File: config.mk
export PLATFORM = sky130hd
export DESIGN_NAME = svm_fifo
export DESIGN_NICKNAME = d
export VERILOG_FILES = /design/src/rtl/core/svm_fifo.sv
export SDC_FILE = /design/constraint.sdc
export NUM_CORES = 1
export LEC_CHECK = 0
export ABC_AREA = 1
export BUFFER_PORTS_ARGS = -buffer_cell sky130_fd_sc_hd__buf_2
export CAP_MARGIN = 20
export CORE_MARGIN = 2
export CORE_UTILIZATION = 50
export DETAILED_ROUTE_END_ITERATION = 8
export PLACE_DENSITY = 0.76
export SETUP_SLACK_MARGIN = 0.05
export SLEW_MARGIN = 20
export SYNTH_ARGS = -nofsm -noshare
export SYNTH_HDL_FRONTEND = slang
export SYNTH_SLANG_ARGS = --single-unit
File: constraint.sdc
create_clock -name clk -period 1.7 [get_ports clk]
set_input_delay 0.085 -clock clk [delete_from_list [all_inputs] [get_ports clk]]
set_output_delay 0.085 -clock clk [all_outputs]
set_load 0.01 [all_outputs]
File: src/rtl/core/svm_fifo.sv
// two-entry word queue used between front and back and on the result side
module svm_fifo #(
  parameter int W = 8
) (
  input  logic         clk,
  input  logic         rst_n,
  input  logic         push,
  input  logic [W-1:0] wdata,
  output logic         full,
  input  logic         pop,
  output logic [W-1:0] rdata,
  output logic         empty
);

  logic [W-1:0] data_r [2];
  logic         wp_r, rp_r;
  logic [1:0]   cnt_r;
  logic         do_push, do_pop;

  assign full    = (cnt_r == 2'd2);
  assign empty   = (cnt_r == 2'd0);
  assign do_push = push && !full;
  assign do_pop  = pop && !empty;
  assign rdata   = data_r[rp_r];

  always_ff @(posedge clk) begin
    if (!rst_n) begin
      wp_r  <= 1'b0;
      rp_r  <= 1'b0;
      cnt_r <= 2'd0;
    end else begin
      if (do_push) wp_r <= ~wp_r;
      if (do_pop) rp_r <= ~rp_r;
      cnt_r <= cnt_r + {1'b0, do_push} - {1'b0, do_pop};
    end
  end

  always_ff @(posedge clk) begin
    if (do_push) data_r[wp_r] <= wdata;
  end

endmodule

======== Yosys cells after proc, flatten, opt, wreduce, memory -nomap -nowiden ========
Memory sizes are Yosys's and may differ from the RTL's. A register that Yosys moved wholly into a read port is not among the register bits.
Cells that the tools add are included.
storage, ports and cells
  bits in registers ....................... 4
  memory bits (writable) .................. 16
  bits of input ports ..................... 12
  output and inout port bits .............. 10
  memories kept ........................... 1
memories
  name    words  width  read ports  clocked after memory_dff  write ports  line  RTL
  data_r  2      8      1           1                         1            15    logic [W-1:0] data_r [2];
operators by class
  add/sub/neg operators ................... 2
  equal/unequal tests ..................... 1
  multiplexer cells ....................... 4
  bitwise operators ....................... 2
  reductions and logical operators ........ 5
operators by type and width
  cell                                  count
  2-to-1 mux 1 bit                      4
  adder 2 x 1 -> 2 bit                  1
  == test 2 bit, second input constant  1
  logical AND 1 bit                     2
  logical NOT 1 bit                     2
  logical NOT 2 bit                     1
  NOT 1 bit                             2
  subtractor 2 x 1 -> 2 bit             1

======== Depth between registers and ports, before layout ========
Gate-level depths: netlist (run 1).
  word-level depth ........................ 5
  depth in mapped cells ................... 11
  depth with buffers taken out ............ 11

======== Least setup slack after synthesis (run 1) ========
OpenSTA, ideal clock, no wires.
  path type ............................... flip-flop to flip-flop
  start ................................... register cnt_r[0]
  end ..................................... register cnt_r[1]
  setup time .............................. 0.115 ns
  data arrival time ....................... 1.313 ns
  setup slack ............................. 0.272 ns
  stages on the path, launching flop included .. 11
  period minus slack after synthesis ...... 1.428 ns
  path through ............................ dfxtp_1 inv_1 nand2_1 nand2_1 ha_1 inv_1 ha_1 inv_1 nand2_1 a21oi_1 nor2_1
on the way
  longest elaborated chain between the ends .. 5
  elaborated cells between the ends (all ways) .. 8
  those cells by class .................... add/sub (2); eq/ne (1); reduce/logical (5)
ends and longest elaborated chain
  item                           line  RTL
  start, declared                17    logic [1:0] cnt_r;
  start signal, assigned         34    cnt_r <= cnt_r + {1'b0, do_push} - {1'b0, do_pop};
  == test 2 bit                  20    assign full = (cnt_r == 2'd2);
  logical NOT 1 bit              22    assign do_push = push && !full;
  logical AND 1 bit              22
  adder 2 x 1 -> 2 bit           34
  subtractor 2 x 1 -> 2 bit (*)  34
Every way passes the cells marked *; elsewhere a longest branch is shown, timed or not.
A chain may end at the register's enable or synchronous reset.

======== Final worst setup path (run 1) ========
Ends and elaborated chain as after synthesis.

==> results by group, run 1 <==
Floorplan
  • Die boundary width: between 40 and 50 um
  • Std-Cell Core Area: 0.00167 sq mm
  • Initial core utilization: between 50% and 60%
  • Total Die Area: 0.00208 sq mm
  • Top-level I/O count: 22
  • Die Height: 45.6 um
  • Placement Rows: 15

STA
  • Fmax: around 650 MHz
  • Unrepaired setup endpoints after global routing: no
  • Number of hold violations in the final report: 0
  • Clock period minus final worst setup slack: 1.54 ns
  • Final setup violating endpoints: 0
  • Transition time of the tightest slew-check pin: 0.505 ns
  • Fraction of the cycle the final worst path needs: roughly nine tenths
  • Worst-case clock skew: 0.00183 ns
  • Total Neg Setup Slack: 0 ns
  • Number of pins with negative max-slew slack in the final report: 0
  • Normalized max-slew margin: around 66%

CTS
  • Total number of clock tree sinks: 21
  • Maximum root-to-sink buffer count: 2
  • Inserted Clock Buffers: 3
  • CTS H-Tree Depth: 1
  • Clock root buffer master: sky130_fd_sc_hd__clkbuf_4
  • TritonCTS clock tree: done
  • Clock latency reported for the late side of the worst-skew pair: 0.29 ns
  • Clock-pin slew on the worst setup and hold paths: 0.10 ns

Route
  • Via count: 530
  • Antenna-violating nets left: 0
  • Top routing layer in use: met4
  • WL met2: 653 um
  • Via-to-Cell Ratio: 4.69
  • Met1 WL: just over 500 um
  • Number of DRC violations after detailed routing: 0
  • Routed WL per cell: 11.3 um
  • Met3 wire length: between 70 and 80 um
  • 1st-iter DRT viols: 1
  • First-pass DRT Iterations: 2
  • Drt total wl: 1.28 mm

Layout
  • Most frequent cells in the layout: sky130_fd_sc_hd__buf_2 (21), sky130_fd_sc_hd__edfxtp_1 (16), sky130_fd_sc_hd__inv_1 (9), sky130_fd_sc_hd__nand2_1 (9)
  • Most common cell after layout, fill and taps aside: sky130_fd_sc_hd__buf_2
  • Final nets: between 100 and 150
  • Antenna Cells: 0
  • # fillers: approximately 140
  • Ratio of cells with drive above 1 in the final layout: 37.5%
  • Area growth from synthesis to layout: 26.6%
  • Final core utilization: 65.5%

Global route
  • Initial antenna violation count: 0
  • Largest net degree at the start of global routing: 12
  • Overflow left after global routing: 0
  • Vias in the first global route: 497
  • First-pass GRT wire length: 2.02 mm
  • Tot GR Track Use: 15.0%

Critical path
  • Launching element type of the critical path: flop
  • Worst setup path category: reg -> reg
  • Capturing element type of the critical path: flop
  • Largest fanout of any net on the critical path: 4
  • Critical Path RT: 1.89 ns
  • Signal arrival time at the worst endpoint: 1.73 ns

Pwr
  • Peak supply drop: approximately 1100 uV
  • Pint: 1.01 mW
  • Clock share of power: between 15 and 20%
  • Net switching component of the power: 0.438 mW
  • Proportion of power drawn by combinational gates: about a third
  • Sequential group share of total power: 50.8%
  • Leakage power figure: 0.495 nW
  • Sw Ratio: 30.3%
  • Power density over the cells: 1320 mW/mm^2

Logic synthesis
  • Warnings, synthesis: 0
  • Cell area after synthesis: 865 sq um
  • Number of library cell types mapped by synthesis: 11
  • Synthesized net count: 77
  • Sequential fraction of the synthesis area: 67.1%
  • Syn avg cell area: 13.7 sq um
  • Register bit count reported by yosys: 21
  • Post-Synthesis Cells: 63

Worst hold path
  • Hold/Removal Path Class: in -> reg

Flow run
  • Max capacitance violation total: 0

Placement
  • Total half-perimeter wirelength after legalization and detailed placement: approximately 930 um
  • Number of I/O port buffers: 21
  • Weighted congestion reported at the end of routability-driven placement: 0.699

Run status
  • Outcome: completed
==> logic make-up after synthesis <==
kind of cell / after synthesis / share of synthesized area [%]
flip-flops: 21 / 67.1
AND/OR/NAND/NOR: 20 / 9.69
buffers and inverters: 10 / 5.21
multiplexers: 8 / 13.9
AO/OA/AOI/OAI: 2 / 1.16
adder cells (fa/ha/maj): 2 / 2.89
==> power by group through the flow <==
stage	clock, mW	combinational (mW)	sequential, mW
after global routing	0.255	0.556	0.744
after floorplan	0	0.378	0.706
after global placement	0	0.467	0.740
final	0.225	0.485	0.733
after detailed placement	0	0.477	0.745
after CTS	0.233	0.491	0.734
==> per-stage QoR <==
stage	instance area [sq um]	hold WS, ns	setup WS [ns]	power (mW)	std cells
final	1090	0.0209	0.162	1.44	113
after global routing	1090	0.00794	0.0522	1.55	113
after CTS	1090	0.0184	0.146	1.46	113
after detailed placement	987	0.277	0.156	1.22	101
after global placement	987	0.272	0.192	1.21	101
after floorplan	865	0.178	0.272	1.08	63
==> flip-flops by register name (all words and copies together), names as in the netlist, named ones only <==
signal,count
rp_r,1
wp_r,1
data_r,16
cnt_r,2
==> worst paths after layout <==
path / startpoint / to / slack [ns] / cells past startpoint
max: cnt_r[0]$_SDFF_PN0_ / cnt_r[1]$_SDFF_PN0_ / 0.16 / 10
max reg2reg: cnt_r[0]$_SDFF_PN0_ / cnt_r[1]$_SDFF_PN0_ / 0.16 / 10
min reg2reg: rp_r$_SDFFE_PN0P_ / rp_r$_SDFFE_PN0P_ / 0.51 / 2
min: rst_n / cnt_r[0]$_SDFF_PN0_ / 0.02 / 3
==> what timing repair did <==
| action | CTS | global route |
|---|---|---|
| setup buffers | 0 | 0 |
| setup endpoints to repair | 0 | 1 |
| hold buffers | 8 | 0 |
| gates resized for setup | 0 | 1 |
| hold endpoints to repair | 16 | 0 |
==> Yosys cell counts <==
cell | n | area [sq um]
sky130_fd_sc_hd__nor2_2 | 2 | 12.5
sky130_fd_sc_hd__nor2_1 | 6 | 22.5
sky130_fd_sc_hd__buf_6 | 1 | 11.3
sky130_fd_sc_hd__nand3_1 | 3 | 15.0
sky130_fd_sc_hd__mux2_4 | 8 | 120
sky130_fd_sc_hd__dfxtp_1 | 5 | 100
sky130_fd_sc_hd__edfxtp_1 | 16 | 480
sky130_fd_sc_hd__a21oi_1 | 2 | 10.0
sky130_fd_sc_hd__nand2_1 | 9 | 33.8
sky130_fd_sc_hd__inv_1 | 9 | 33.8
sky130_fd_sc_hd__ha_1 | 2 | 25.0
==> worst max-delay path: stages (launching register included) <==
cell and delay (ns):
sky130_fd_sc_hd__dfxtp_2 0.36, sky130_fd_sc_hd__inv_1 0.05, sky130_fd_sc_hd__nand2_1 0.11, sky130_fd_sc_hd__nand2_1 0.09, sky130_fd_sc_hd__ha_1 0.28, sky130_fd_sc_hd__inv_1 0.04
sky130_fd_sc_hd__ha_1 0.18, sky130_fd_sc_hd__inv_1 0.05, sky130_fd_sc_hd__nand2_1 0.05, sky130_fd_sc_hd__a21oi_1 0.18, sky130_fd_sc_hd__nor2_1 0.06
==> cell type report <==
cell class,count,area (sq um),share of cell area (%)
inverters,9,33.8,3.09
clock buffers,4,26.3,2.40
flip-flops and latches,21,582,53.1
multi-input cells,32,239,21.8
well taps,17,21.3,1.94
repair buffers,30,193,17.6
==> metal layers <==
| metal | vias up | track usage, % |
|---|---|---|
| li1 | 282 | - |
| met1 | 225 | 16.0 |
| met2 | 19 | 25.6 |
| met3 | 4 | 3.57 |
| met4 | 0 | 10.6 |
| met5 | - | 0 |
Note: power is estimated with default switching activity, not from simulation.
==> inputs of run 2 (changes only) <==
ABC_AREA = unset   (was 1)
CORE_UTILIZATION = 49   (was 50)
PLACE_DENSITY = 0.75   (was 0.76)
==> run 2 against run 1 <==
Against the previous run: first-iteration DRC count grew to 15 times the previous value; count of clock-buffer cells in the layout stayed put; cell count is 9.7% lower; sequential share of layout area up 1.0 points; non-clock buffer count is 1 higher; register-to-register slack worse by 0.03 ns; sequential power is 4.5% higher; hold slack improved by 0.018 ns; total power grew 3.5%.
==> results by group, run 2 <==
CTS
  • CTS H-Tree Depth: 1 (unchanged)
  • Total number of clock tree sinks: 21 (unchanged)
  • Inserted Clock Buffers: 3 (unchanged)
  • Maximum root-to-sink buffer count: 2 (unchanged)
  • Clock-pin slew on the worst setup and hold paths: 0.11 ns (was 0.10 ns)
  • Clock latency reported for the late side of the worst-skew pair: 0.29 ns (about the same)
  • Clock root buffer master: sky130_fd_sc_hd__clkbuf_4 (unchanged)
  • TritonCTS clock tree: done (unchanged)

Layout
  • Combined flip-flop and latch cell area: 588 sq um (was 582 sq um)
  • Largest register by flop count: data_r (unchanged)
  • Most frequent cells in the layout: sky130_fd_sc_hd__buf_2 (21), sky130_fd_sc_hd__edfxtp_1 (16), sky130_fd_sc_hd__mux2_2 (8), sky130_fd_sc_hd__dlygate4sd3_1 (8), sky130_fd_sc_hd__nor2_1 (5) (was sky130_fd_sc_hd__buf_2 (21), sky130_fd_sc_hd__edfxtp_1 (16), sky130_fd_sc_hd__inv_1 (9), sky130_fd_sc_hd__nand2_1 (9))
  • Antenna Cells: 0 (unchanged)
  • Most common cell after layout, fill and taps aside: sky130_fd_sc_hd__buf_2 (unchanged)
  • Ratio of cells with drive above 1 in the final layout: 48.8% (was 37.5%)
  • Number of standard cells in the final layout excluding fillers: 102 (was 113)
  • Area of combinational cells with multiple inputs: 240 sq um (was 239 sq um)
  • Area growth from synthesis to layout: 33.7% (was 26.6%)
  • # fillers: 124 (was 141)
  • Flip-flop count of the largest register after layout: 16 (unchanged)
  • Top Registers: data_r x16, cnt_r x2 (unchanged)
  • Final nets: 101 (was 111)

Route
  • Via-to-Cell Ratio: 5.02 (was 4.69)
  • First-pass DRT Iterations: 4 (was 2)
  • Drt total wl: 1.30 mm (was 1.28 mm)
  • 1st-iter DRT viols: 15 (was 1)
  • Number of DRC violations after detailed routing: 0 (unchanged)
  • Via count: 512 (was 530)
  • Routed WL per cell: 12.8 um (was 11.3 um)
  • Antenna-violating nets left: 0 (unchanged)

Critical path
  • Launching element type of the critical path: flop (unchanged)
  • Number of cells traversed by the worst register-to-register path: 8 (was 10)
  • Largest fanout of any net on the critical path: 4 (unchanged)
  • List of cells traversed by the critical path: nand2b_4 -> nand2_2 -> ha_1 -> inv_1 -> ha_2 -> xor2_1 -> and2_4 -> nor3_2 (was inv_1 -> nand2_1 -> nand2_1 -> ha_1 -> inv_1 -> ha_1 -> inv_1 -> nand2_1 -> a21oi_1 -> nor2_1)
  • Signal arrival time at the worst endpoint: 1.77 ns (was 1.73 ns)
  • Highest-delay cell along the critical path: sky130_fd_sc_hd__dfxtp_4 (was sky130_fd_sc_hd__dfxtp_2)
  • Critical Path RT: 1.90 ns (was 1.89 ns)
  • Crit path largest cell delay: 0.38 ns (was 0.36 ns)
  • Worst setup path category: reg -> reg (unchanged)
  • Capturing element type of the critical path: flop (unchanged)

Pwr
  • Sequential group share of total power: 51.2% (was 50.8%)
  • Clock share of power: 15.4% (was 15.6%)
  • Proportion of power drawn by combinational gates: 33.4% (was 33.6%)
  • Net switching component of the power: 0.446 mW (was 0.438 mW)
  • Sw Ratio: 29.8% (was 30.3%)
  • Pint: 1.05 mW (was 1.01 mW)
  • Pwr Total: 1.49 mW (was 1.44 mW)
  • Peak supply drop: 885 uV (was 1070 uV)
  • Power density over the cells: 1380 mW/mm^2 (was 1320 mW/mm^2)
  • Leakage power figure: 0.456 nW (was 0.495 nW)

Logic synthesis
  • Most area-hungry cell type in the Yosys netlist: sky130_fd_sc_hd__edfxtp_1 (unchanged)
  • Synthesized net count: 66 (was 77)
  • Syn avg cell area: 15.6 sq um (was 13.7 sq um)
  • Sequential fraction of the synthesis area: 71.5% (was 67.1%)
  • Count of flip-flops with a built-in enable after synthesis: 16 (unchanged)
  • Post-Synthesis Cells: 52 (was 63)
  • Register bit count reported by yosys: 21 (unchanged)
  • Number of library cell types mapped by synthesis: 17 (was 11)
  • Share of Yosys cell area claimed by the top area cell type: 59.2% (was 55.6%)
  • Leading cell types by count after synthesis: sky130_fd_sc_hd__edfxtp_1 (16), sky130_fd_sc_hd__mux2_2 (8), sky130_fd_sc_hd__dfxtp_1 (5), sky130_fd_sc_hd__nor2_1 (5), sky130_fd_sc_hd__inv_1 (3) (was sky130_fd_sc_hd__edfxtp_1 (16), sky130_fd_sc_hd__inv_1 (9), sky130_fd_sc_hd__nand2_1 (9))
  • Top FF cell, synth: sky130_fd_sc_hd__edfxtp_1 (unchanged)
  • Synth async-reset ratio: 0% (unchanged)
  • Ranking of synthesized cells by area: sky130_fd_sc_hd__edfxtp_1 (59%), sky130_fd_sc_hd__dfxtp_1 (12%), sky130_fd_sc_hd__mux2_2 (11%) (was sky130_fd_sc_hd__edfxtp_1 (56%), sky130_fd_sc_hd__mux2_4 (14%), sky130_fd_sc_hd__dfxtp_1 (12%))
  • Cell area after synthesis: 812 sq um (was 865 sq um)
  • Warnings, synthesis: 0 (unchanged)
  • Cell with the most instances after synthesis: sky130_fd_sc_hd__edfxtp_1 (unchanged)

Floorplan
  • Top-level I/O count: 22 (unchanged)
  • Die boundary width: 44.7 um (was 45.6 um)
  • Std-Cell Core Area: 0.00152 sq mm (was 0.00167 sq mm)
  • Total Die Area: 0.00200 sq mm (was 0.00208 sq mm)
  • Placement Rows: 14 (was 15)
  • Die Height: 44.7 um (was 45.6 um)
  • Initial core utilization: 53.3% (was 51.8%)

Global route
  • First-pass GRT wire length: 1.84 mm (was 2.02 mm)
  • Largest net degree at the start of global routing: 12 (unchanged)
  • Initial antenna violation count: 0 (unchanged)
  • Vias in the first global route: 471 (was 497)
  • Overflow left after global routing: 0 (unchanged)
  • Tot GR Track Use: 14.2% (was 15.0%)

Placement
  • Total half-perimeter wirelength after legalization and detailed placement: 874 um (was 931 um)
  • Placed insts: 89 (was 101)
  • Number of I/O port buffers: 21 (unchanged)
  • Place WS: 0.0405 ns (was 0.156 ns)
  • Weighted congestion reported at the end of routability-driven placement: 0.728 (was 0.699)

STA
  • Number of hold violations in the final report: 0 (unchanged)
  • Hold_ws: 0.0389 ns (was 0.0209 ns)
  • Worst-case clock skew: 0.00136 ns (was 0.00183 ns)
  • Clock period minus final worst setup slack: 1.57 ns (was 1.54 ns)
  • Fraction of the cycle the final worst path needs: 92.4% (was 90.5%)
  • Transition time of the tightest slew-check pin: 0.403 ns (was 0.505 ns)
  • Number of pins with negative max-slew slack in the final report: 0 (unchanged)
  • Normalized max-slew margin: 73.1% (was 66.3%)
  • Final setup violating endpoints: 0 (unchanged)
  • Total Neg Setup Slack: 0 ns (unchanged)
  • Fmax: 637 MHz (was 650 MHz)
  • Setup slack of the critical path after layout: 0.129 ns (was 0.162 ns)
  • Unrepaired setup endpoints after global routing: no (unchanged)

Worst hold path
  • Hold Crit Depth: 2 (was 3)
  • Hold/Removal Path Class: in -> reg (unchanged)

Run status
  • Outcome: completed (unchanged)

Flow run
  • Max capacitance violation total: 0 (unchanged)
-- run 2: cell types whose count changed in the layout (fill, tap and decap cells not counted), moves of 3 or more --
cell / change
sky130_fd_sc_hd__inv_1: -6
sky130_fd_sc_hd__nand2_1: -8
sky130_fd_sc_hd__nand3_1: -3
sky130_fd_sc_hd__mux2_4: -8
sky130_fd_sc_hd__mux2_2: +8
-- run 2: power groups by stage --
stage	sequential, mW	clock [mW]	combinational (mW)
2_1_floorplan	0.714	0	0.322
3_3_place_gp	0.747	0	0.432
3_5_place_dp	0.751	0	0.445
4_1_cts	0.743	0.238	0.460
5_1_grt	0.781	0.255	0.555
6_report	0.766	0.229	0.499
-- run 2: worst max-delay path: cells and delay by family (launching register included) --
kind / cells / cell delay, ns
XOR/XNOR: 1 / 0.19
buffers and inverters: 1 / 0.06
AND/OR/NAND/NOR: 4 / 0.40
flip-flops: 1 / 0.38
adder cells (fa/ha/maj): 2 / 0.45
-- run 2: final timing paths --
path | from | endpoint | slack, ns
worst min register to register | wp_r$_SDFFE_PN0P_ | wp_r$_SDFFE_PN0P_ | 0.49
worst min-delay path | rst_n | cnt_r[0]$_SDFF_PN0_ | 0.04
worst max-delay path | cnt_r[0]$_SDFF_PN0_ | cnt_r[1]$_SDFF_PN0_ | 0.13
worst max register to register | cnt_r[0]$_SDFF_PN0_ | cnt_r[1]$_SDFF_PN0_ | 0.13
-- run 2: routing by layer --
metal	vias to the layer above	GRT usage, %	routed length, um
met3	4	3.60	43
met2	17	24.3	708
met5	-	0	0
li1	251	-	-
met1	240	14.7	528
met4	0	10.9	23
-- run 2: area by class of cell --
| class | count | share of cell area, % |
|---|---|---|
| tap | 16 | 1.84 |
| clock buffer | 4 | 2.42 |
| sequential | 21 | 54.1 |
| multi-input combinational | 27 | 22.1 |
| inverter | 3 | 1.04 |
| timing repair buffer | 31 | 18.4 |
-- run 2: what timing repair did --
| action | in CTS | in global routing |
|---|---|---|
| buffers inserted | 0 | 1 |
| gates resized for setup | 1 | 9 |
| pin swaps | 0 | 2 |
| endpoints found under the hold margin | 16 | 0 |
| endpoints found under the setup margin | 1 | 1 |
| hold buffers | 8 | 0 |
-- run 2: logic make-up after synthesis --
group / synth area share (%)
DFF: 71.5
and+or+nand+nor: 7.86
muxes: 12.3
buffers and inverters: 2.00
xor gates and xnor gates: 2.16
adders and majority gates: 3.08
AOI/OAI and AO/OA: 1.08
-- run 2: stage by stage --
stage	cell area, sq um	util, %
2_1_floorplan	812	-
3_3_place_gp	940	61.7
3_5_place_dp	940	61.7
4_1_cts	1050	68.7
5_1_grt	1090	71.3
6_report	1090	71.3
==> inputs of run 3 (changes only) <==
REMOVE_ABC_BUFFERS = 1   (was unset)
==> run 3 against run 2 <==
Against the previous run: hold slack gained 0.0022 ns; routed wire length increased by 4.0%; sequential share of layout area down 0.35 points; critical path depth is the same.
==> results by group, run 3 (synthesized netlist as in run 2, its figures left out) <==
Floorplan
  • Die boundary width: 44.7 um (unchanged)
  • Std-Cell Core Area: 0.00152 sq mm (unchanged)
  • Die Height: 44.7 um (unchanged)
  • Placement Rows: 14 (unchanged)
  • Top-level I/O count: 22 (unchanged)
  • Total Die Area: 0.00200 sq mm (unchanged)
  • Initial core utilization: 53.3% (unchanged)

STA
  • Final setup violating endpoints: 0 (unchanged)
  • Fraction of the cycle the final worst path needs: 92.8% (was 92.4%)
  • Total Neg Setup Slack: 0 ns (unchanged)
  • Unrepaired setup endpoints after global routing: no (unchanged)
  • Clock period minus final worst setup slack: 1.58 ns (was 1.57 ns)
  • Number of pins with negative max-slew slack in the final report: 0 (unchanged)
  • Number of hold violations in the final report: 0 (unchanged)
  • Fmax: 634 MHz (was 637 MHz)
  • Normalized max-slew margin: 74.9% (was 73.1%)
  • Worst-case clock skew: 0.00767 ns (was 0.00136 ns)
  • Transition time of the tightest slew-check pin: 0.376 ns (was 0.403 ns)

CTS
  • Clock latency reported for the late side of the worst-skew pair: 0.29 ns (about the same)
  • CTS H-Tree Depth: 1 (unchanged)
  • Clock root buffer master: sky130_fd_sc_hd__clkbuf_4 (unchanged)
  • Inserted Clock Buffers: 3 (unchanged)
  • Total number of clock tree sinks: 21 (unchanged)
  • Clock-pin slew on the worst setup and hold paths: 0.11 ns (about the same)
  • TritonCTS clock tree: done (unchanged)
  • Maximum root-to-sink buffer count: 2 (unchanged)

Global route
  • Tot GR Track Use: 14.2% (about the same)
  • Initial antenna violation count: 0 (unchanged)
  • First-pass GRT wire length: 1.93 mm (was 1.84 mm)
  • Vias in the first global route: 482 (was 471)
  • Largest net degree at the start of global routing: 12 (unchanged)
  • Overflow left after global routing: 0 (unchanged)

Placement
  • Weighted congestion reported at the end of routability-driven placement: 0.737 (was 0.728)
  • Placed insts: 89 (unchanged)
  • Total half-perimeter wirelength after legalization and detailed placement: 838 um (was 874 um)
  • Number of I/O port buffers: 21 (unchanged)
  • Cell Area, Placed: 940 sq um (unchanged)

Route
  • Met1 WL: 535 um (was 528 um)
  • Met3 wire length: 56 um (was 43 um)
  • Routed WL per cell: 13.3 um (was 12.8 um)
  • Via count: 500 (was 512)
  • Drt total wl: 1.36 mm (was 1.30 mm)
  • Antenna-violating nets left: 0 (unchanged)
  • Via-to-Cell Ratio: 4.90 (was 5.02)
  • First-pass DRT Iterations: 3 (was 4)
  • WL met2: 758 um (was 708 um)
  • 1st-iter DRT viols: 10 (was 15)
  • Number of DRC violations after detailed routing: 0 (unchanged)
  • Top routing layer in use: met4 (unchanged)

Pwr
  • Sequential group share of total power: 50.9% (was 51.2%)
  • Peak supply drop: 833 uV (was 885 uV)
  • Leakage power figure: 0.457 nW (was 0.456 nW)
  • Sw Ratio: 30.0% (was 29.8%)
  • Net switching component of the power: 0.449 mW (was 0.446 mW)
  • Clock share of power: 15.1% (was 15.4%)
  • Power density over the cells: 1370 mW/mm^2 (was 1380 mW/mm^2)
  • Pint: 1.05 mW (about the same)
  • Proportion of power drawn by combinational gates: 34.0% (was 33.4%)

Critical path
  • Worst setup path category: reg -> reg (unchanged)
  • Launching element type of the critical path: flop (unchanged)
  • Buf+Inv Stages, Crit Path: 1 (unchanged)
  • Number of cells traversed by the worst register-to-register path: 8 (unchanged)
  • Highest-delay cell along the critical path: sky130_fd_sc_hd__dfxtp_2 (was sky130_fd_sc_hd__dfxtp_4)
  • Capturing element type of the critical path: flop (unchanged)
  • Crit-path leading delay family: adder cells (unchanged)
  • Largest fanout of any net on the critical path: 4 (unchanged)
  • Cell count along the critical path: 8 (unchanged)
  • List of cells traversed by the critical path: nand2b_4 -> nand2_4 -> ha_1 -> inv_1 -> ha_2 -> xor2_1 -> and2_4 -> nor3_2 (was nand2b_4 -> nand2_2 -> ha_1 -> inv_1 -> ha_2 -> xor2_1 -> and2_4 -> nor3_2)
  • Signal arrival time at the worst endpoint: 1.78 ns (was 1.77 ns)
  • Crit path largest cell delay: 0.38 ns (about the same)
  • Critical Path RT: 1.90 ns (about the same)

Layout
  • Area growth from synthesis to layout: 34.1% (was 33.7%)
  • Final core utilization: 71.4% (was 71.3%)
  • Most frequent cells in the layout: sky130_fd_sc_hd__buf_2 (21), sky130_fd_sc_hd__edfxtp_1 (16), sky130_fd_sc_hd__mux2_2 (8), sky130_fd_sc_hd__dlygate4sd3_1 (8), sky130_fd_sc_hd__nor2_1 (5) (unchanged)
  • Flip-flop count of the largest register after layout: 16 (unchanged)
  • Combined flip-flop and latch cell area: 586 sq um (was 588 sq um)
  • Final nets: 101 (unchanged)
  • Final Cell Area: 0.00109 sq mm (about the same)
  • Most common cell after layout, fill and taps aside: sky130_fd_sc_hd__buf_2 (unchanged)
  • Antenna Cells: 0 (unchanged)
  • Ratio of cells with drive above 1 in the final layout: 48.8% (unchanged)
  • Number of standard cells in the final layout excluding fillers: 102 (unchanged)
  • Largest register by flop count: data_r (unchanged)
  • # fillers: 110 (was 124)
  • Top Registers: data_r x16, cnt_r x2 (unchanged)
  • Area of combinational cells with multiple inputs: 245 sq um (was 240 sq um)

Flow run
  • Max capacitance violation total: 0 (unchanged)

Worst hold path
  • Hold/Removal Path Class: in -> reg (unchanged)
  • Hold Crit Depth: 2 (unchanged)

Run status
  • Outcome: completed (unchanged)
[run 3: cell counts in the layout (fill, tap and decap cells not counted)]
No cell type changed its count.
[run 3: power by group through the flow]
stage               Combinational [mW]  Sequential [mW]  Clock [mW]
floorplan                        0.297            0.732           0
global route                     0.563            0.777       0.253
global placement                 0.429            0.747           0
CTS                              0.459            0.745       0.238
detailed placement               0.443            0.752           0
finish                           0.509            0.762       0.226
[run 3: stage by stage]
step / worst slack [ns] / total power, mW / hold slack, ns
after floorplan: 0.155 / 1.03 / 0.184
after global placement: 0.110 / 1.18 / 0.274
after detailed placement: 0.0362 / 1.19 / 0.276
after CTS: 0.0608 / 1.44 / 0.0349
after global routing: 0.0477 / 1.59 / 0.0481
final: 0.122 / 1.50 / 0.0411
[run 3: final cells by class]
type	instances	area share (%)
timing repair buffer	31	18.4
multi-input combinational	27	22.5
inverter	3	1.03
sequential	21	53.8
tap	16	1.84
clock buffer	4	2.41
[run 3: path summary, 6_finish.rpt]
check	start	end	slack [ns]
max reg2reg	cnt_r[0]$_SDFF_PN0_	cnt_r[1]$_SDFF_PN0_	0.12
max	cnt_r[0]$_SDFF_PN0_	cnt_r[1]$_SDFF_PN0_	0.12
min	rst_n	cnt_r[0]$_SDFF_PN0_	0.04
min reg2reg	wp_r$_SDFFE_PN0P_	wp_r$_SDFFE_PN0P_	0.50
[run 3: metal layers]
layer  vias up  GRT usage [%]
met5         -              0
met4         0           5.45
met3         2           3.60
met2        12           25.2
met1       233           16.5
li1        253              -
[run 3: timing repair]
| action | 4_1_cts | 5_1_grt |
|---|---|---|
| setup buffers | 0 | 1 |
| endpoints found under the setup margin | 1 | 1 |
| endpoints found under the hold margin | 16 | 0 |
| pin swaps | 0 | 2 |
| hold buffers | 8 | 0 |
| resized for setup | 1 | 9 |
[run 3: worst register-to-register path: stages, from the launching register on]
cell and delay (ns):
sky130_fd_sc_hd__dfxtp_2 0.38, sky130_fd_sc_hd__nand2b_4 0.15, sky130_fd_sc_hd__nand2_4 0.06, sky130_fd_sc_hd__ha_1 0.28
sky130_fd_sc_hd__inv_1 0.06, sky130_fd_sc_hd__ha_2 0.16, sky130_fd_sc_hd__xor2_1 0.19, sky130_fd_sc_hd__and2_4 0.17
sky130_fd_sc_hd__nor3_2 0.03
