**config.mk**
```make
export PLATFORM = sky130hd
export DESIGN_NAME = svm_front
export DESIGN_NICKNAME = d
export VERILOG_FILES = /design/src/rtl/core/svm_pkg.sv /design/src/rtl/core/svm_fifo.sv /design/src/rtl/core/svm_front.sv
export SDC_FILE = /design/constraint.sdc
export NUM_CORES = 1
export LEC_CHECK = 0
export ABC_AREA = 0
export BUFFER_PORTS_ARGS = -buffer_cell sky130_fd_sc_hd__buf_2
export CORE_MARGIN = 2
export CORE_UTILIZATION = 57
export CTS_BUF_LIST = sky130_fd_sc_hd__clkbuf_16
export CTS_CLUSTER_SIZE = 40
export DETAILED_ROUTE_END_ITERATION = 16
export MAX_ROUTING_LAYER = met4
export PLACE_DENSITY = 0.85
export SLEW_MARGIN = 20
export SYNTH_ARGS = -nofsm -noshare
export SYNTH_HDL_FRONTEND = slang
export SYNTH_HIERARCHICAL = 1
export SYNTH_SLANG_ARGS = --single-unit
```
**constraint.sdc**
```tcl
create_clock -name clk -period 8.8 [get_ports clk]
set_input_delay 0.44 -clock clk [delete_from_list [all_inputs] [get_ports clk]]
set_output_delay 0.44 -clock clk [all_outputs]
set_load 0.01 [all_outputs]
```
**src/rtl/core/svm_pkg.sv**
```systemverilog
// shared types, opcodes and the byte sign-extend helper of the stack machine execute unit
package svm_pkg;

  typedef enum logic [1:0] {
    FN_EXEC    = 2'd0,
    FN_WRITE   = 2'd1,
    FN_READ    = 2'd2,
    FN_RESTART = 2'd3
  } func_t;

  typedef enum logic [2:0] {
    ST_RUN   = 3'd0,
    ST_EXIT  = 3'd1,
    ST_BADOP = 3'd2,
    ST_DIVZ  = 3'd3,
    ST_HOST  = 3'd4
  } status_t;

  // instruction classes decided in the front end
  typedef enum logic [3:0] {
    CL_NONE,
    CL_BAD,
    CL_HOST,
    CL_EXIT,
    CL_DIV,
    CL_ALU,
    CL_LOAD,
    CL_STORE,
    CL_CTRL
  } cls_t;

  typedef enum logic [2:0] {
    S_IDLE,
    S_D1,
    S_D2,
    S_DIV,
    S_FIN
  } back_state_t;

  typedef struct packed {
    func_t       func;
    logic [5:0]  opcode;
    logic [31:0] operand;
    logic [15:0] mem_addr;
    logic [31:0] mem_data;
    cls_t        cls;
  } cmd_t;

  localparam logic [5:0] OP_LEA  = 6'd0;
  localparam logic [5:0] OP_IMM  = 6'd1;
  localparam logic [5:0] OP_JMP  = 6'd2;
  localparam logic [5:0] OP_JSR  = 6'd3;
  localparam logic [5:0] OP_JZ   = 6'd4;
  localparam logic [5:0] OP_JNZ  = 6'd5;
  localparam logic [5:0] OP_ENT  = 6'd6;
  localparam logic [5:0] OP_ADJ  = 6'd7;
  localparam logic [5:0] OP_LEV  = 6'd8;
  localparam logic [5:0] OP_LI   = 6'd9;
  localparam logic [5:0] OP_LC   = 6'd10;
  localparam logic [5:0] OP_SI   = 6'd11;
  localparam logic [5:0] OP_SC   = 6'd12;
  localparam logic [5:0] OP_PSH  = 6'd13;
  localparam logic [5:0] OP_OR   = 6'd14;
  localparam logic [5:0] OP_XOR  = 6'd15;
  localparam logic [5:0] OP_AND  = 6'd16;
  localparam logic [5:0] OP_EQ   = 6'd17;
  localparam logic [5:0] OP_NE   = 6'd18;
  localparam logic [5:0] OP_LT   = 6'd19;
  localparam logic [5:0] OP_GT   = 6'd20;
  localparam logic [5:0] OP_LE   = 6'd21;
  localparam logic [5:0] OP_GE   = 6'd22;
  localparam logic [5:0] OP_SHL  = 6'd23;
  localparam logic [5:0] OP_SHR  = 6'd24;
  localparam logic [5:0] OP_ADD  = 6'd25;
  localparam logic [5:0] OP_SUB  = 6'd26;
  localparam logic [5:0] OP_MUL  = 6'd27;
  localparam logic [5:0] OP_DIV  = 6'd28;
  localparam logic [5:0] OP_MOD  = 6'd29;
  localparam logic [5:0] OP_HOST_LO = 6'd30;
  localparam logic [5:0] OP_HOST_HI = 6'd36;
  localparam logic [5:0] OP_EXIT = 6'd37;

  function automatic logic [31:0] sx8(input logic [7:0] b);
    return {{24{b[7]}}, b};
  endfunction

endpackage

```
**src/rtl/core/svm_fifo.sv**
```systemverilog
// two-entry word queue used between front and back and on the result side
module svm_fifo #(
  parameter int W = 8
) (
  input  logic         clk,
  input  logic         rst_n,
  input  logic         push,
  input  logic [W-1:0] wdata,
  output logic         full,
  input  logic         pop,
  output logic [W-1:0] rdata,
  output logic         empty
);

  logic [W-1:0] data_r [2];
  logic         wp_r, rp_r;
  logic [1:0]   cnt_r;
  logic         do_push, do_pop;

  assign full    = (cnt_r == 2'd2);
  assign empty   = (cnt_r == 2'd0);
  assign do_push = push && !full;
  assign do_pop  = pop && !empty;
  assign rdata   = data_r[rp_r];

  always_ff @(posedge clk) begin
    if (!rst_n) begin
      wp_r  <= 1'b0;
      rp_r  <= 1'b0;
      cnt_r <= 2'd0;
    end else begin
      if (do_push) wp_r <= ~wp_r;
      if (do_pop) rp_r <= ~rp_r;
      cnt_r <= cnt_r + {1'b0, do_push} - {1'b0, do_pop};
    end
  end

  always_ff @(posedge clk) begin
    if (do_push) data_r[wp_r] <= wdata;
  end

endmodule

```
**src/rtl/core/svm_front.sv**
```systemverilog
// front end: classifies incoming words and queues them for the back end
module svm_front
  import svm_pkg::*;
(
  input  logic                clk,
  input  logic                rst_n,
  input  logic                in_push,
  output logic                in_full,
  input  logic [1:0]          in_func,
  input  logic [5:0]          in_opcode,
  input  logic signed [31:0]  in_operand,
  input  logic [15:0]         in_mem_addr,
  input  logic signed [31:0]  in_mem_data,
  input  logic                cmd_pop,
  output cmd_t                cmd,
  output logic                cmd_empty
);

  cmd_t dec;
  logic [$bits(cmd_t)-1:0] q_rdata;

  always_comb begin
    dec.func     = func_t'(in_func);
    dec.opcode   = in_opcode;
    dec.operand  = in_operand;
    dec.mem_addr = in_mem_addr;
    dec.mem_data = in_mem_data;
    if (func_t'(in_func) != FN_EXEC) dec.cls = CL_NONE;
    else if (in_opcode > OP_EXIT) dec.cls = CL_BAD;
    else if (in_opcode == OP_EXIT) dec.cls = CL_EXIT;
    else if (in_opcode >= OP_HOST_LO && in_opcode <= OP_HOST_HI) dec.cls = CL_HOST;
    else if (in_opcode == OP_DIV || in_opcode == OP_MOD) dec.cls = CL_DIV;
    else if (in_opcode >= OP_OR) dec.cls = CL_ALU;
    else if (in_opcode == OP_LI || in_opcode == OP_LC) dec.cls = CL_LOAD;
    else if (in_opcode == OP_SI || in_opcode == OP_SC) dec.cls = CL_STORE;
    else dec.cls = CL_CTRL;
  end

  svm_fifo #(.W($bits(cmd_t))) u_cmd_q (
    .clk   (clk),
    .rst_n (rst_n),
    .push  (in_push),
    .wdata (dec),
    .full  (in_full),
    .pop   (cmd_pop),
    .rdata (q_rdata),
    .empty (cmd_empty)
  );

  assign cmd = cmd_t'(q_rdata);

endmodule

```
# --- Word level (Yosys, flattened, before mapping) ---
# Memory sizes are Yosys's and may differ from the RTL's. A register that Yosys moved wholly into a read port is not among the register bits.
# Cells that the tools add are included.
# W data, S select, Z words.
totals:
  register_bits: 4
  ram_bits: 184
  elab_cells: 42
  n_memories: 1
classes:
  addsub: 2
  magnitude_cmp: 4
  eq_ne: 8
  muxes: 12
  n_bitwise: 2
  reduce_logical: 10
memory_table:
  columns: ["memory", "depth", "width", "rd", "rd_ports_with_merged_regs", "wr", "line_no", "source"]
  rows:
  - ["u_cmd_q.data_r", 2, 92, 1, 1, 1, "svm_fifo.sv:15", "logic [W-1:0] data_r [2];"]
ops:
  columns: ["operator", "n"]
  rows:
  - ["$mux W4", 8]
  - ["$eq A6 B4 Y1 const B", 4]
  - ["$eq A6 B5 Y1 const B", 2]
  - ["$eq A6 B6 Y1 const B", 1]
  - ["$ge A6 B4 Y1 const B", 1]
  - ["$ge A6 B5 Y1 const B", 1]
  - ["$gt A6 B6 Y1 const B", 1]
  - ["$le A6 B6 Y1 const B", 1]
  - ["$mux W1", 4]
  - ["$logic_and A1 B1 Y1", 3]
  - ["$logic_or A1 B1 Y1", 3]
  - ["$add A2 B1 Y2", 1]
  - ["$eq A2 B2 Y1 const B", 1]
  - ["$logic_not A1 Y1", 2]
  - ["$logic_not A2 Y1", 1]
  - ["$not A1 Y1", 2]
  - ["$reduce_bool A2 Y1", 1]
  - ["$sub A2 B1 Y2", 1]

# --- Logic depth before layout (Yosys ltp) ---
# Gate-level depths: netlist of the first run.
logic_depth:
  ltp_word: 10
  mapped_depth: 8
  depth_no_buf: 8

# --- Cells and area by module ---
# Netlist of the first run, hierarchy kept.
modules_own_cells:
  columns: ["module", "instances", "cells_per_inst", "area_each_um2", "seq_area_each_um2"]
  rows:
  - ["svm_fifo", 1, 313, 7272.0, 5625.4]
  - ["svm_front", 1, 27, 176.4, 0.0]

# --- Worst setup path before layout of the first run ---
# OpenSTA, ideal clock, no wires.
synth_path:
  path_kind: "register to register"
  from: "register u_cmd_q.cnt_r[0]"
  to: "memory u_cmd_q/data_r[0][0] (netlist bit) (enable)"
  t_arrival_ns: 4.422
  t_required_ns: 8.257
  slack_ns: 3.834
  stages_incl_launch_ff: 4
  n_path_buf: 0
  period_less_slack_ns: 4.966
  cell_sequence: "dfxtp_1 nand2b_1 nand2_1 nor2_1"
synth_via:
  elab_chain_cells: 5
synth_lines:
  columns: ["item", "line_no", "source"]
  rows:
  - ["from (decl)", "svm_fifo.sv:17", "logic [1:0] cnt_r;"]
  - ["from (signal assigned)", "svm_fifo.sv:34", "cnt_r <= cnt_r + {1'b0, do_push} - {1'b0, do_pop};"]
  - ["$eq A2 B2 Y1", "svm_fifo.sv:20", "assign full = (cnt_r == 2'd2);"]
  - ["$logic_not A1 Y1", "svm_fifo.sv:22", "assign do_push = push && !full;"]
  - ["$logic_and A1 B1 Y1", "svm_fifo.sv:22", null]
  - ["$mux W1", "svm_fifo.sv:39", "if (do_push) data_r[wp_r] <= wdata;"]
  - ["$mux W1 (implied by the code)", "svm_fifo.sv:39", null]
  - ["to (decl)", "svm_fifo.sv:15", null]
# No other way between the ends.

==> summary.md, run 1 <==
| Metric | Value |
|---|---|
| # IOs | between 150 and 200 |
| RSZ-0062 raised after global routing | no |
| FMAX | 322.4 MHz |
| GP Congestion | 0.7870 |
| Fin nets | around 630 |
| Pleak | 3.539 nW |
| Max-capacitance violation count | 0 |
| Min-delay src | in_operand[17] |
| Reg2Reg Setup Slack | 6.27 ns |
| Worst Tran Pin Value | 0.9594 ns |
| Die area | 0.01400 mm² |
| Pin count of the biggest net entering global routing | 72 |
| CTS tree | yes |
| Port bufs | roughly 190 |
| Synth Warn # | 6 |
| Synth Cell Area | 0.007448 mm² |
| Synth Net Count | about 430 |
| Tightest Hold Check Type | in -> reg |
| Number of H-tree levels | 4 |
| Clock-pin slew on the worst setup and hold paths | 0.07 ns |
| Total chip power | 2.686 mW |
| Final-report hold violation count | 0 |
| TNS Setup | 0 ns |
| R2r endpoint | u_cmd_q/data_r[0][61] |
| Die height | 118.3 µm |
| DRC viols | 0 |
| Final wirelength | 12470 µm |
| Row cnt | a little over 40 |
| Count of cell types in the netlist | 32 |
| Total CTS buffers | 17 |
| Overflow after GRT | 0 |
| Routed WL per cell | about 17 µm |
| Routed Antenna Nets | 0 |
| Routed via count | between 3000 and 4000 |
| Crit path arrival time | 2.66 ns |
| Fraction of layout cells with a size suffix above 1 | 0.5712 |
| Cell area power density | 298.1 mW/mm² |
| Crit share post-route | 0.3525 |
| Status | completed |
| Sequential area share after synthesis | 0.7552 |
| Filler Cells Inserted | 828 |
| Fin crit period | slightly above 3 ns |
| Initial Utilization | 0.5878 |
| Setup Viol. Count Final | 0 |
| R2r startpoint | u_cmd_q/cnt_r[0] |
| Buffer count from post-CTS setup fixing | 0 |
| Initial antenna violation count | 1 |
| CP endpoint kind | output port |
| Syn avg cell area | 21.91 µm² |
| Setup CP Type | reg -> out |
| Hold EP | u_cmd_q/data_r[0][69] |
| Hpwl dp | 8363 µm |
| First-pass GRT wire length | 19520 µm |
| Final Max Tran Viols | 0 |
| CTS sink cnt | 189 |
| Longest Clk Path Bufs | 2 |
| Final setup skew | 0.007239 ns |
| VDD IR-drop max | approximately 0.17 mV |
| Synthesized instance count | 340 |
| Hold Path Cell Cnt | 1 |
| Die X | 118.3 µm |
| Vias in the first global route | 3800 |
| Crit path required time | 8.36 ns |
| Floorplan core area | 0.01267 mm² |
| Max-slew headroom | 0.3604 |
| Starting DRC count in detailed routing | 347 |
| CTS Hold Buffers Added | 0 |
| DRT Pass-1 Iters | 4 |
| FF+latch count, synth | 189 |
| Total GRT Usage | 0.1892 |
| Clk_lat worst skew | 0.42 ns |
| Area growth, synth to finish | 20.96% |
| Post_cts resized | 0 |
| Reg2reg path depth | 4 |
| Root Buffer | clkbuf_16 |
| Via-per-instance ratio | between 5 and 6 |
| Worst Setup Start Kind | register |
| Crit path max fanout | 52 |
-- metrics by stage --
step / hold slack [ns] / setup WS [ns] / util / instances / cell area [µm²]
final: 0.2091 / 5.698 / 0.7111 / 721 / 9010
after CTS: 0.1920 / 5.603 / 0.7109 / 720 / 9007
after global placement: 0.4999 / 6.101 / 0.6657 / 688 / 8436
after detailed placement: 0.5045 / 6.063 / 0.6657 / 688 / 8436
after floorplan: 0.4549 / 3.834 / - / 340 / 7448
after global routing: 0.1916 / 5.534 / 0.7111 / 721 / 9010
-- where the power goes --
group	total (mW)	internal, mW	switching, mW
combinational	0.710	0.380	0.331
sequential	1.25	1.16	0.0861
clock	0.726	0.416	0.310
-- worst max-delay path by stage --
stage                           startpoint                   end  cells past startpoint
final                             register               cmd[91]                      3
after global routing              register               cmd[91]                      3
after CTS                         register               cmd[91]                      3
after detailed placement          register               cmd[91]                      3
after global placement            register               cmd[91]                      3
after floorplan           u_cmd_q/cnt_r[0]  u_cmd_q/data_r[0][0]                      3
-- state kept, by name, indices dropped and copies added (netlist names), named ones only --
name            flops
u_cmd_q/cnt_r       2
u_cmd_q/wp_r        1
u_cmd_q/data_r    184
u_cmd_q/rp_r        1
-- layout by cell type (no fill, tap or decap), types with 2 or more instances in the layout --
cell          n
buf_2       185
edfxtp_1    184
mux2_4       80
clkbuf_16    17
mux2_2       12
inv_1         6
nor2_1        6
nand2_1       5
clkinvlp_4    4
dfxtp_1       4
nor3_1        3
buf_4         3
xnor2_1       2
mux2i_1       2
a21oi_1       2
clkinv_1      2
clkinv_2      2
bufinv_16     2
inv_6         2
clkinv_4      2
nand2b_1      2
and2_1        2
ha_1          2
-- layer usage --
metal / track usage / routed length, µm / vias up
met3: 0.06129 / 905 / 17
met1: 0.2263 / 5114 / 1760
met2: 0.3056 / 6265 / 147
met5: - / 0 / -
met4: 0.06325 / 187 / 0
li1: - / - / 1727
-- cells in the mapped netlist, drive strengths merged --
| library cell | instances | share of area |
|---|---|---|
| a211o | 1 | 0.0012 |
| a21oi | 2 | 0.0013 |
| a221oi | 1 | 0.0012 |
| and2 | 2 | 0.0017 |
| and3 | 1 | 0.00084 |
| buf | 12 | 0.026 |
| dfxtp | 5 | 0.013 |
| edfxtp | 184 | 0.74 |
| ha | 2 | 0.0034 |
| inv | 5 | 0.0025 |
| mux2 | 92 | 0.18 |
| mux2i | 2 | 0.0027 |
| nand2 | 5 | 0.0025 |
| nand2b | 2 | 0.0017 |
| nand3b | 1 | 0.0010 |
| nand4 | 1 | 0.00084 |
| nor2 | 7 | 0.0035 |
| nor2b | 2 | 0.0020 |
| nor3 | 3 | 0.0020 |
| nor3b | 1 | 0.0010 |
| nor4b | 1 | 0.0012 |
| o21a | 1 | 0.0010 |
| o21ai | 1 | 0.00067 |
| o221a | 1 | 0.0015 |
| o31a | 1 | 0.0012 |
| o31ai | 1 | 0.0010 |
| xnor2 | 2 | 0.0024 |
| xor2 | 1 | 0.0012 |
-- critical path, stage by stage, from the launching register on --
cell and delay (ns):
dfxtp_4 0.95, buf_4 0.71, mux2_2 0.42, buf_2 0.14
-- kinds of logic after synthesis --
kind of cell | synth area share
compound gates | 0.009072
xor+xnor | 0.003528
fa+ha+maj | 0.003359
buf+inv | 0.02839
flops | 0.7553
mux | 0.1821
simple gates | 0.01831
-- layout make-up --
class / instances / area [µm²] / area share
sequential: 189 / 5629 / 0.6248
multi-input combinational: 134 / 1624 / 0.1803
timing repair buffer: 188 / 948.4 / 0.1053
clock buffer: 17 / 425.4 / 0.04722
tap: 172 / 215.2 / 0.02389
clock inverter: 15 / 146.4 / 0.01625
inverter: 5 / 18.77 / 0.002083
antenna: 1 / 2.502 / 0.0002777
Note: power is estimated with default switching activity, not from simulation.
==> run 2: changes to the inputs <==
--- a/config.mk
+++ b/config.mk
@@ -8,12 +8,12 @@
 export ABC_AREA = 0
 export BUFFER_PORTS_ARGS = -buffer_cell sky130_fd_sc_hd__buf_2
 export CORE_MARGIN = 2
-export CORE_UTILIZATION = 57
+export CORE_UTILIZATION = 53
 export CTS_BUF_LIST = sky130_fd_sc_hd__clkbuf_16
 export CTS_CLUSTER_SIZE = 40
 export DETAILED_ROUTE_END_ITERATION = 16
 export MAX_ROUTING_LAYER = met4
-export PLACE_DENSITY = 0.85
+export PLACE_DENSITY = 0.8
 export SLEW_MARGIN = 20
 export SYNTH_ARGS = -nofsm -noshare
 export SYNTH_HDL_FRONTEND = slang
==> constraint.sdc (replaced) <==
create_clock -name clk -period 3.1 [get_ports clk]
set_input_delay 0.155 -clock clk [delete_from_list [all_inputs] [get_ports clk]]
set_output_delay 0.155 -clock clk [all_outputs]
set_load 0.01 [all_outputs]
==> run 2 against run 1 <==
Net effect: final cell count grew 13%; design area grew 9.9%; flip-flop and latch count is the same; power grew to 2.9 times the previous value; utilization grew 0.51 points; sequential power grew to 2.8 times the previous value; hold slack lost 0.17 ns; largest cell class unchanged.
==> summary.md, run 2 (synthesis results as in run 1) <==
| Metric | Value |
|---|---|
| Routed via count | 4099 (+12%) |
| Starting DRC count in detailed routing | 321 (-7.5%) |
| Reg2reg path depth | 3 (-1) |
| Max reg flops | 184 (unchanged) |
| Pleak | 3.918 nW (+11%) |
| Flop pwr share | 0.449 (-0.016) |
| Switching Fraction | 0.2740 (+0.003403) |
| VDD IR-drop max | 0.4984 mV (+190%) |
| Max-capacitance violation count | 0 (unchanged) |
| Root Buffer | clkbuf_16 |
| Multi-input gate area | 0.001624 mm² (unchanged) |
| Initial Utilization | 0.5387 (-0.04915) |
| Floorplan core area | 0.01383 mm² (+9.1%) |
| Total CTS buffers | 17 (unchanged) |
| Clock share of power | 0.267 (-0.003) |
| Cell Int Power | 5.655 mW (+190%) |
| Commonest non-fill, non-tap cells in the layout | 185 x buf_2, 184 x edfxtp_1, 83 x dlygate4sd3_1 |
| Comb pwr share | 0.284 (+0.020) |
| Number of H-tree levels | 4 (unchanged) |
| Die height | 122.5 µm (+3.6%) |
| GP Congestion | 0.7703 (-2.1%) |
| Overflow after GRT | 0 (unchanged) |
| Post-route insts no fill | 813 (+13%) |
| Biggest regs | u_cmd_q/data_r: 184 flops, u_cmd_q/cnt_r: 2 flops |
| Tightest Hold Check Type | in -> reg |
| Cell area power density | 786.6 mW/mm² (+160%) |
| DRT Pass-1 Iters | 4 (unchanged) |
| Final setup skew | 0.006875 ns (-0.0003645 ns) |
| Worst Setup Start Kind | register |
| # IOs | 186 (unchanged) |
| Largest Register | u_cmd_q/data_r |
| Port bufs | 185 (unchanged) |
| FF+latch area | 0.005629 mm² (unchanged) |
| Total chip power | 7.788 mW (+190%) |
| DRC viols | 0 (unchanged) |
| Reg2Reg Setup Slack | 1.23 ns (-5.04 ns) |
| Worst Tran Pin Value | 0.5927 ns (-0.3668 ns) |
| Die X | 122.5 µm (+3.6%) |
| Clk_lat worst skew | 0.42 ns (about the same) |
| Row cnt | 43 (+4.9%) |
| Fin nets | 714 (+14%) |
| First-pass GRT wire length | 21810 µm (+12%) |
| Hold WS | 0.03658 ns (-0.1725 ns) |
| Initial antenna violation count | 0 (-1) |
| Longest Clk Path Bufs | 2 (unchanged) |
| RSZ-0062 raised after global routing | no |
| Crit path required time | 2.94 ns (-5.42 ns) |
| Fin crit period | 2.222 ns |
| Vias in the first global route | 4225 (+11%) |
| R2r endpoint | u_cmd_q/data_r[1][57] |
| Final-report hold violation count | 0 (unchanged) |
| Routed WL per cell | 17.99 µm (+4.0%) |
| Final Max Tran Viols | 0 (unchanged) |
| TNS Setup | 0 ns (unchanged) |
| Crit share post-route | 0.7166 |
| Setup Viol. Count Final | 0 (unchanged) |
| R2r startpoint | u_cmd_q/cnt_r[0] |
| Status | completed |
| FMAX | between 400 and 500 MHz |
| Final wirelength | 14630 µm (+17%) |
| Placed cells | 698 (+1.5%) |
| Crit path max fanout | 38 (-27%) |
| Via-per-instance ratio | 5.042 (-0.43%) |
| # diodes | 0 (-1) |
| Clock-pin slew on the worst setup and hold paths | 0.07 ns (about the same) |
| Total GRT Usage | 0.2056 (+0.01638) |
| Routed Antenna Nets | 0 (unchanged) |
| Die area | 0.01502 mm² (+7.3%) |
| Crit path arrival time | 2.07 ns (-0.59 ns) |
| CTS tree | yes |
| Commonest non-fill, non-tap cell in the layout | buf_2 |
| Setup CP Type | reg -> out |
| Fraction of layout cells with a size suffix above 1 | 0.5008 (-0.07038) |
| CP endpoint kind | output port |
| Pin count of the biggest net entering global routing | 93 (+29%) |
| Filler Cells Inserted | 833 (+0.60%) |
| Area growth, synth to finish | 32.94% |
| Max-slew headroom | 0.6049 (+0.2445) |
| Net switching power | 2.134 mW (+190%) |
| Hpwl dp | 8509 µm (+1.8%) |
| Crit path to | cmd[5] |
| CTS sink cnt | 189 (unchanged) |
==> run 2: area by class of cell <==
type / count / share of cell area
multi-input combinational: 134 / 0.1640
inverter: 5 / 0.001895
clock buffer: 17 / 0.04296
timing repair buffer: 273 / 0.1850
sequential: 189 / 0.5685
tap: 180 / 0.02274
clock inverter: 15 / 0.01491
==> run 2: metrics by stage <==
stage / area [µm²] / setup WS, ns / utilization
final: 9902 / 0.8785 / 0.7161
after global routing: 9902 / 0.7720 / 0.7161
after CTS: 9902 / 0.8523 / 0.7161
after detailed placement: 8498 / 1.239 / 0.6146
after global placement: 8498 / 1.298 / 0.6146
after floorplan: 7457 / 0.6985 / -
==> run 2: what timing repair did <==
action | 4_1_cts | 5_1_grt
hold buffers | 83 | 0
setup buffers | 0 | 0
gates resized for setup | 0 | 0
hold endpoints to repair | 166 | 0
==> run 2: metal layers <==
layer,track usage,wire length [µm],part of all wire
met2,0.3462,7556,0.52
met3,0.05437,992,0.068
met1,0.2322,5793,0.40
met5,-,0,0
met4,0.08908,282,0.019
==> run 2: worst max-delay path, cell delays in order (launching register included) <==
cell and delay [ns]:
dfxtp_4 0.73, buf_12 0.35, mux2_2 0.39, buf_2 0.15
==> run 2: power groups by stage <==
stage | sequential [mW] | clock, mW | combinational (mW)
6_report | 3.50 | 2.08 | 2.21
3_3_place_gp | 3.51 | 0 | 2.10
2_1_floorplan | 3.44 | 0 | 1.63
3_5_place_dp | 3.54 | 0 | 2.13
4_1_cts | 3.50 | 2.13 | 2.23
5_1_grt | 3.53 | 2.23 | 2.38
==> run 2: worst min path at each step <==
stage / slack, ns / start / end / depth (start not counted)
4_1_cts: 0.006 / in_opcode[4] / u_cmd_q/data_r[1][88] / 1
6_report: 0.04 / in_opcode[0] / u_cmd_q/data_r[1][84] / 1
3_3_place_gp: 0.34 / in_mem_data[5] / u_cmd_q/data_r[1][9] / 1
5_1_grt: 0.02 / in_opcode[0] / u_cmd_q/data_r[0][84] / 1
3_5_place_dp: 0.35 / in_mem_data[11] / u_cmd_q/data_r[0][15] / 1
2_1_floorplan: 0.25 / in_mem_data[6] / u_cmd_q/data_r[0][10] / 0
==> run 3: changes to the inputs <==
--- a/config.mk
+++ b/config.mk
@@ -8,12 +8,12 @@
 export ABC_AREA = 0
 export BUFFER_PORTS_ARGS = -buffer_cell sky130_fd_sc_hd__buf_2
 export CORE_MARGIN = 2
-export CORE_UTILIZATION = 53
+export CORE_UTILIZATION = 48
 export CTS_BUF_LIST = sky130_fd_sc_hd__clkbuf_16
 export CTS_CLUSTER_SIZE = 40
 export DETAILED_ROUTE_END_ITERATION = 16
 export MAX_ROUTING_LAYER = met4
-export PLACE_DENSITY = 0.8
+export PLACE_DENSITY = 0.76
 export SLEW_MARGIN = 20
 export SYNTH_ARGS = -nofsm -noshare
 export SYNTH_HDL_FRONTEND = slang
==> constraint.sdc (replaced) <==
create_clock -name clk -period 2 [get_ports clk]
set_input_delay 0.1 -clock clk [delete_from_list [all_inputs] [get_ports clk]]
set_output_delay 0.1 -clock clk [all_outputs]
set_load 0.01 [all_outputs]
==> run 3 against run 2 <==
Net effect: power increased by 53%; clock skew up 0.00078 ns; die area rose by 10%; global-route usage shrank 3.0 points; final cell count up 1.8%; sequential share of layout area decreased by 0.55 points; utilization shrank 5.8 points; hold slack improved by 0.092 ns; largest power group unchanged.
==> summary.md, run 3 (synthesis results as in run 1) <==
| Metric | Value |
|---|---|
| Total GRT Usage | 0.1752 (-0.03038) |
| CTS tree | yes |
| Fin nets | 722 (+1.1%) |
| Final Max Tran Viols | 0 (unchanged) |
| FF+latch area | 0.005630 mm² (about the same) |
| # IOs | 186 (unchanged) |
| First-pass GRT wire length | 21140 µm (-3.1%) |
| Status | completed |
| Hpwl dp | 8384 µm (-1.5%) |
| Root Buffer | clkbuf_16 |
| Buffer count from post-CTS setup fixing | 0 (unchanged) |
| Biggest regs | u_cmd_q/data_r: 184 flops, u_cmd_q/cnt_r: 2 flops |
| Fraction of layout cells with a size suffix above 1 | 0.4953 (-0.005477) |
| Area growth, synth to finish | 34.27% |
| Crit path required time | 1.90 ns (-1.04 ns) |
| DP Area | 0.008569 mm² (+0.84%) |
| Post-layout instance area | 0.01000 mm² (+1.0%) |
| Commonest non-fill, non-tap cell in the layout | buf_2 |
| # diodes | 0 (unchanged) |
| Floorplan core area | 0.01520 mm² (+9.9%) |
| Max reg flops | 184 (unchanged) |
| Total CTS buffers | 17 (unchanged) |
| Crit path arrival time | 1.69 ns (-0.38 ns) |
| Routed via count | 4048 (-1.2%) |
| Row cnt | 45 (+4.7%) |
| Clock-pin slew on the worst setup and hold paths | 0.07 ns (about the same) |
| TNS Setup | 0 ns (unchanged) |
| CTS sink cnt | 189 (unchanged) |
| Pleak | 3.946 nW (+0.70%) |
| Number of H-tree levels | 4 (unchanged) |
| Overflow after GRT | 0 (unchanged) |
| Filler Cells Inserted | 1046 (+26%) |
| Max-capacitance violation count | 0 (unchanged) |
| Final wirelength | 13870 µm (-5.2%) |
| Min-delay src | cmd_pop |
| Starting DRC count in detailed routing | 296 (-7.8%) |
| Pin count of the biggest net entering global routing | 57 (-39%) |
| GP Congestion | 0.6886 (-11%) |
| RSZ-0062 raised after global routing | no |
| Crit path max fanout | 51 (+34%) |
| Via-per-instance ratio | 4.889 (-3.0%) |
| Vias in the first global route | 4335 (+2.6%) |
| Die area | 0.01653 mm² (+10%) |
| DRT Pass-1 Iters | 4 (unchanged) |
| FMAX | 557.2 MHz |
| Initial antenna violation count | 0 (unchanged) |
| Final-report hold violation count | 0 (unchanged) |
| DRC viols | 0 (unchanged) |
| Port bufs | 185 (unchanged) |
| Longest Clk Path Bufs | 2 (unchanged) |
| Max-slew headroom | 0.7468 (+0.1419) |
| Cell area power density | 1195 mW/mm² (+52%) |
| Setup Viol. Count Final | 0 (unchanged) |
| Final setup skew | 0.007659 ns (+0.0007842 ns) |
| Largest Register | u_cmd_q/data_r |
| Routed Antenna Nets | 0 (unchanged) |
| R2r startpoint | u_cmd_q/cnt_r[1] |
| Initial Utilization | 0.4900 (-0.04873) |
| Commonest non-fill, non-tap cells in the layout | 185 x buf_2, 184 x edfxtp_1, 90 x dlygate4sd3_1 |
| Fin crit period | 1.795 ns |
| Die X | 128.6 µm (+4.9%) |
| Tightest Hold Check Type | in -> reg |
| Die height | 128.6 µm (+4.9%) |
| CP endpoint kind | output port |
| VDD IR-drop max | 0.6764 mV (+36%) |
| Worst Tran Pin Value | 0.3799 ns (-0.2128 ns) |
| Worst Setup Start Kind | register |
| Multi-input gate area | 0.001639 mm² (+0.92%) |
| Clk_lat worst skew | 0.42 ns (about the same) |
| Setup CP Type | reg -> out |
| Crit share post-route | 0.8974 |
| Routed WL per cell | 16.75 µm (-6.9%) |
-- run 3: cell count changes in the layout (fill, tap and decap cells not counted), moves of 2 or more --
cell | before | now
dlygate4sd3_1 | 83 | 90
buf_12 | 3 | 6
clkinv_4 | 3 | 0
buf_4 | 2 | 0
clkinv_1 | 0 | 2
-- run 3: where the power goes --
| part | internal, mW | switching (mW) | total (mW) | leakage, nW |
|---|---|---|---|---|
| clock | 1.69 | 1.35 | 3.04 | 0.263 |
| combinational | 1.89 | 1.72 | 3.61 | 1.92 |
| sequential | 5.11 | 0.192 | 5.30 | 1.76 |
-- run 3: layout make-up --
type                       count  area share
clock buffer                  17     0.04254
sequential                   189      0.5630
timing repair buffer         281      0.1947
tap                          188     0.02352
clock inverter                14     0.01051
inverter                       5    0.001877
multi-input combinational    134      0.1639
-- run 3: per-stage QoR --
stage / utilization / hold WS, ns / std cells / setup slack (ns) / total power, mW
after floorplan: - / 0.1989 / 340 / -0.3104 / 7.883
after global routing: 0.6579 / 0.1652 / 828 / 0.1338 / 12.52
after global placement: 0.5637 / 0.2873 / 707 / 0.4784 / 8.794
after detailed placement: 0.5637 / 0.2913 / 707 / 0.4084 / 8.897
after CTS: 0.6579 / 0.1050 / 828 / 0.1717 / 12.08
final: 0.6579 / 0.1283 / 828 / 0.2052 / 11.95
-- run 3: timing repair --
| item | 4_1_cts | 5_1_grt |
|---|---|---|
| setup endpoints to repair | 0 | 0 |
| hold endpoints to repair | 181 | 0 |
| gates resized for setup | 0 | 0 |
| hold buffers | 90 | 0 |
-- run 3: path summary, 6_finish.rpt --
path / endpoint / slack, ns / cells after the start
worst min-delay path: register / 0.13 / 4
worst max-delay path: cmd[0] / 0.21 / 3
worst min register to register: u_cmd_q/wp_r / 0.53 / 2
worst max register to register: u_cmd_q/cnt_r[1] / 0.39 / 7
-- run 3: routing by layer --
layer / share of wire / vias to the layer above / track usage
met3: 0.055 / 17 / 0.05198
met2: 0.51 / 131 / 0.2985
met1: 0.42 / 1992 / 0.1992
li1: - / 1908 / -
met5: 0 / - / -
met4: 0.011 / 0 / 0.05882
-- run 3: worst max-delay path, cell delays in order, from the launching register on --
cell and delay, ns:
dfxtp_4 0.37, buf_12 0.33, mux2_2 0.39, buf_2 0.14
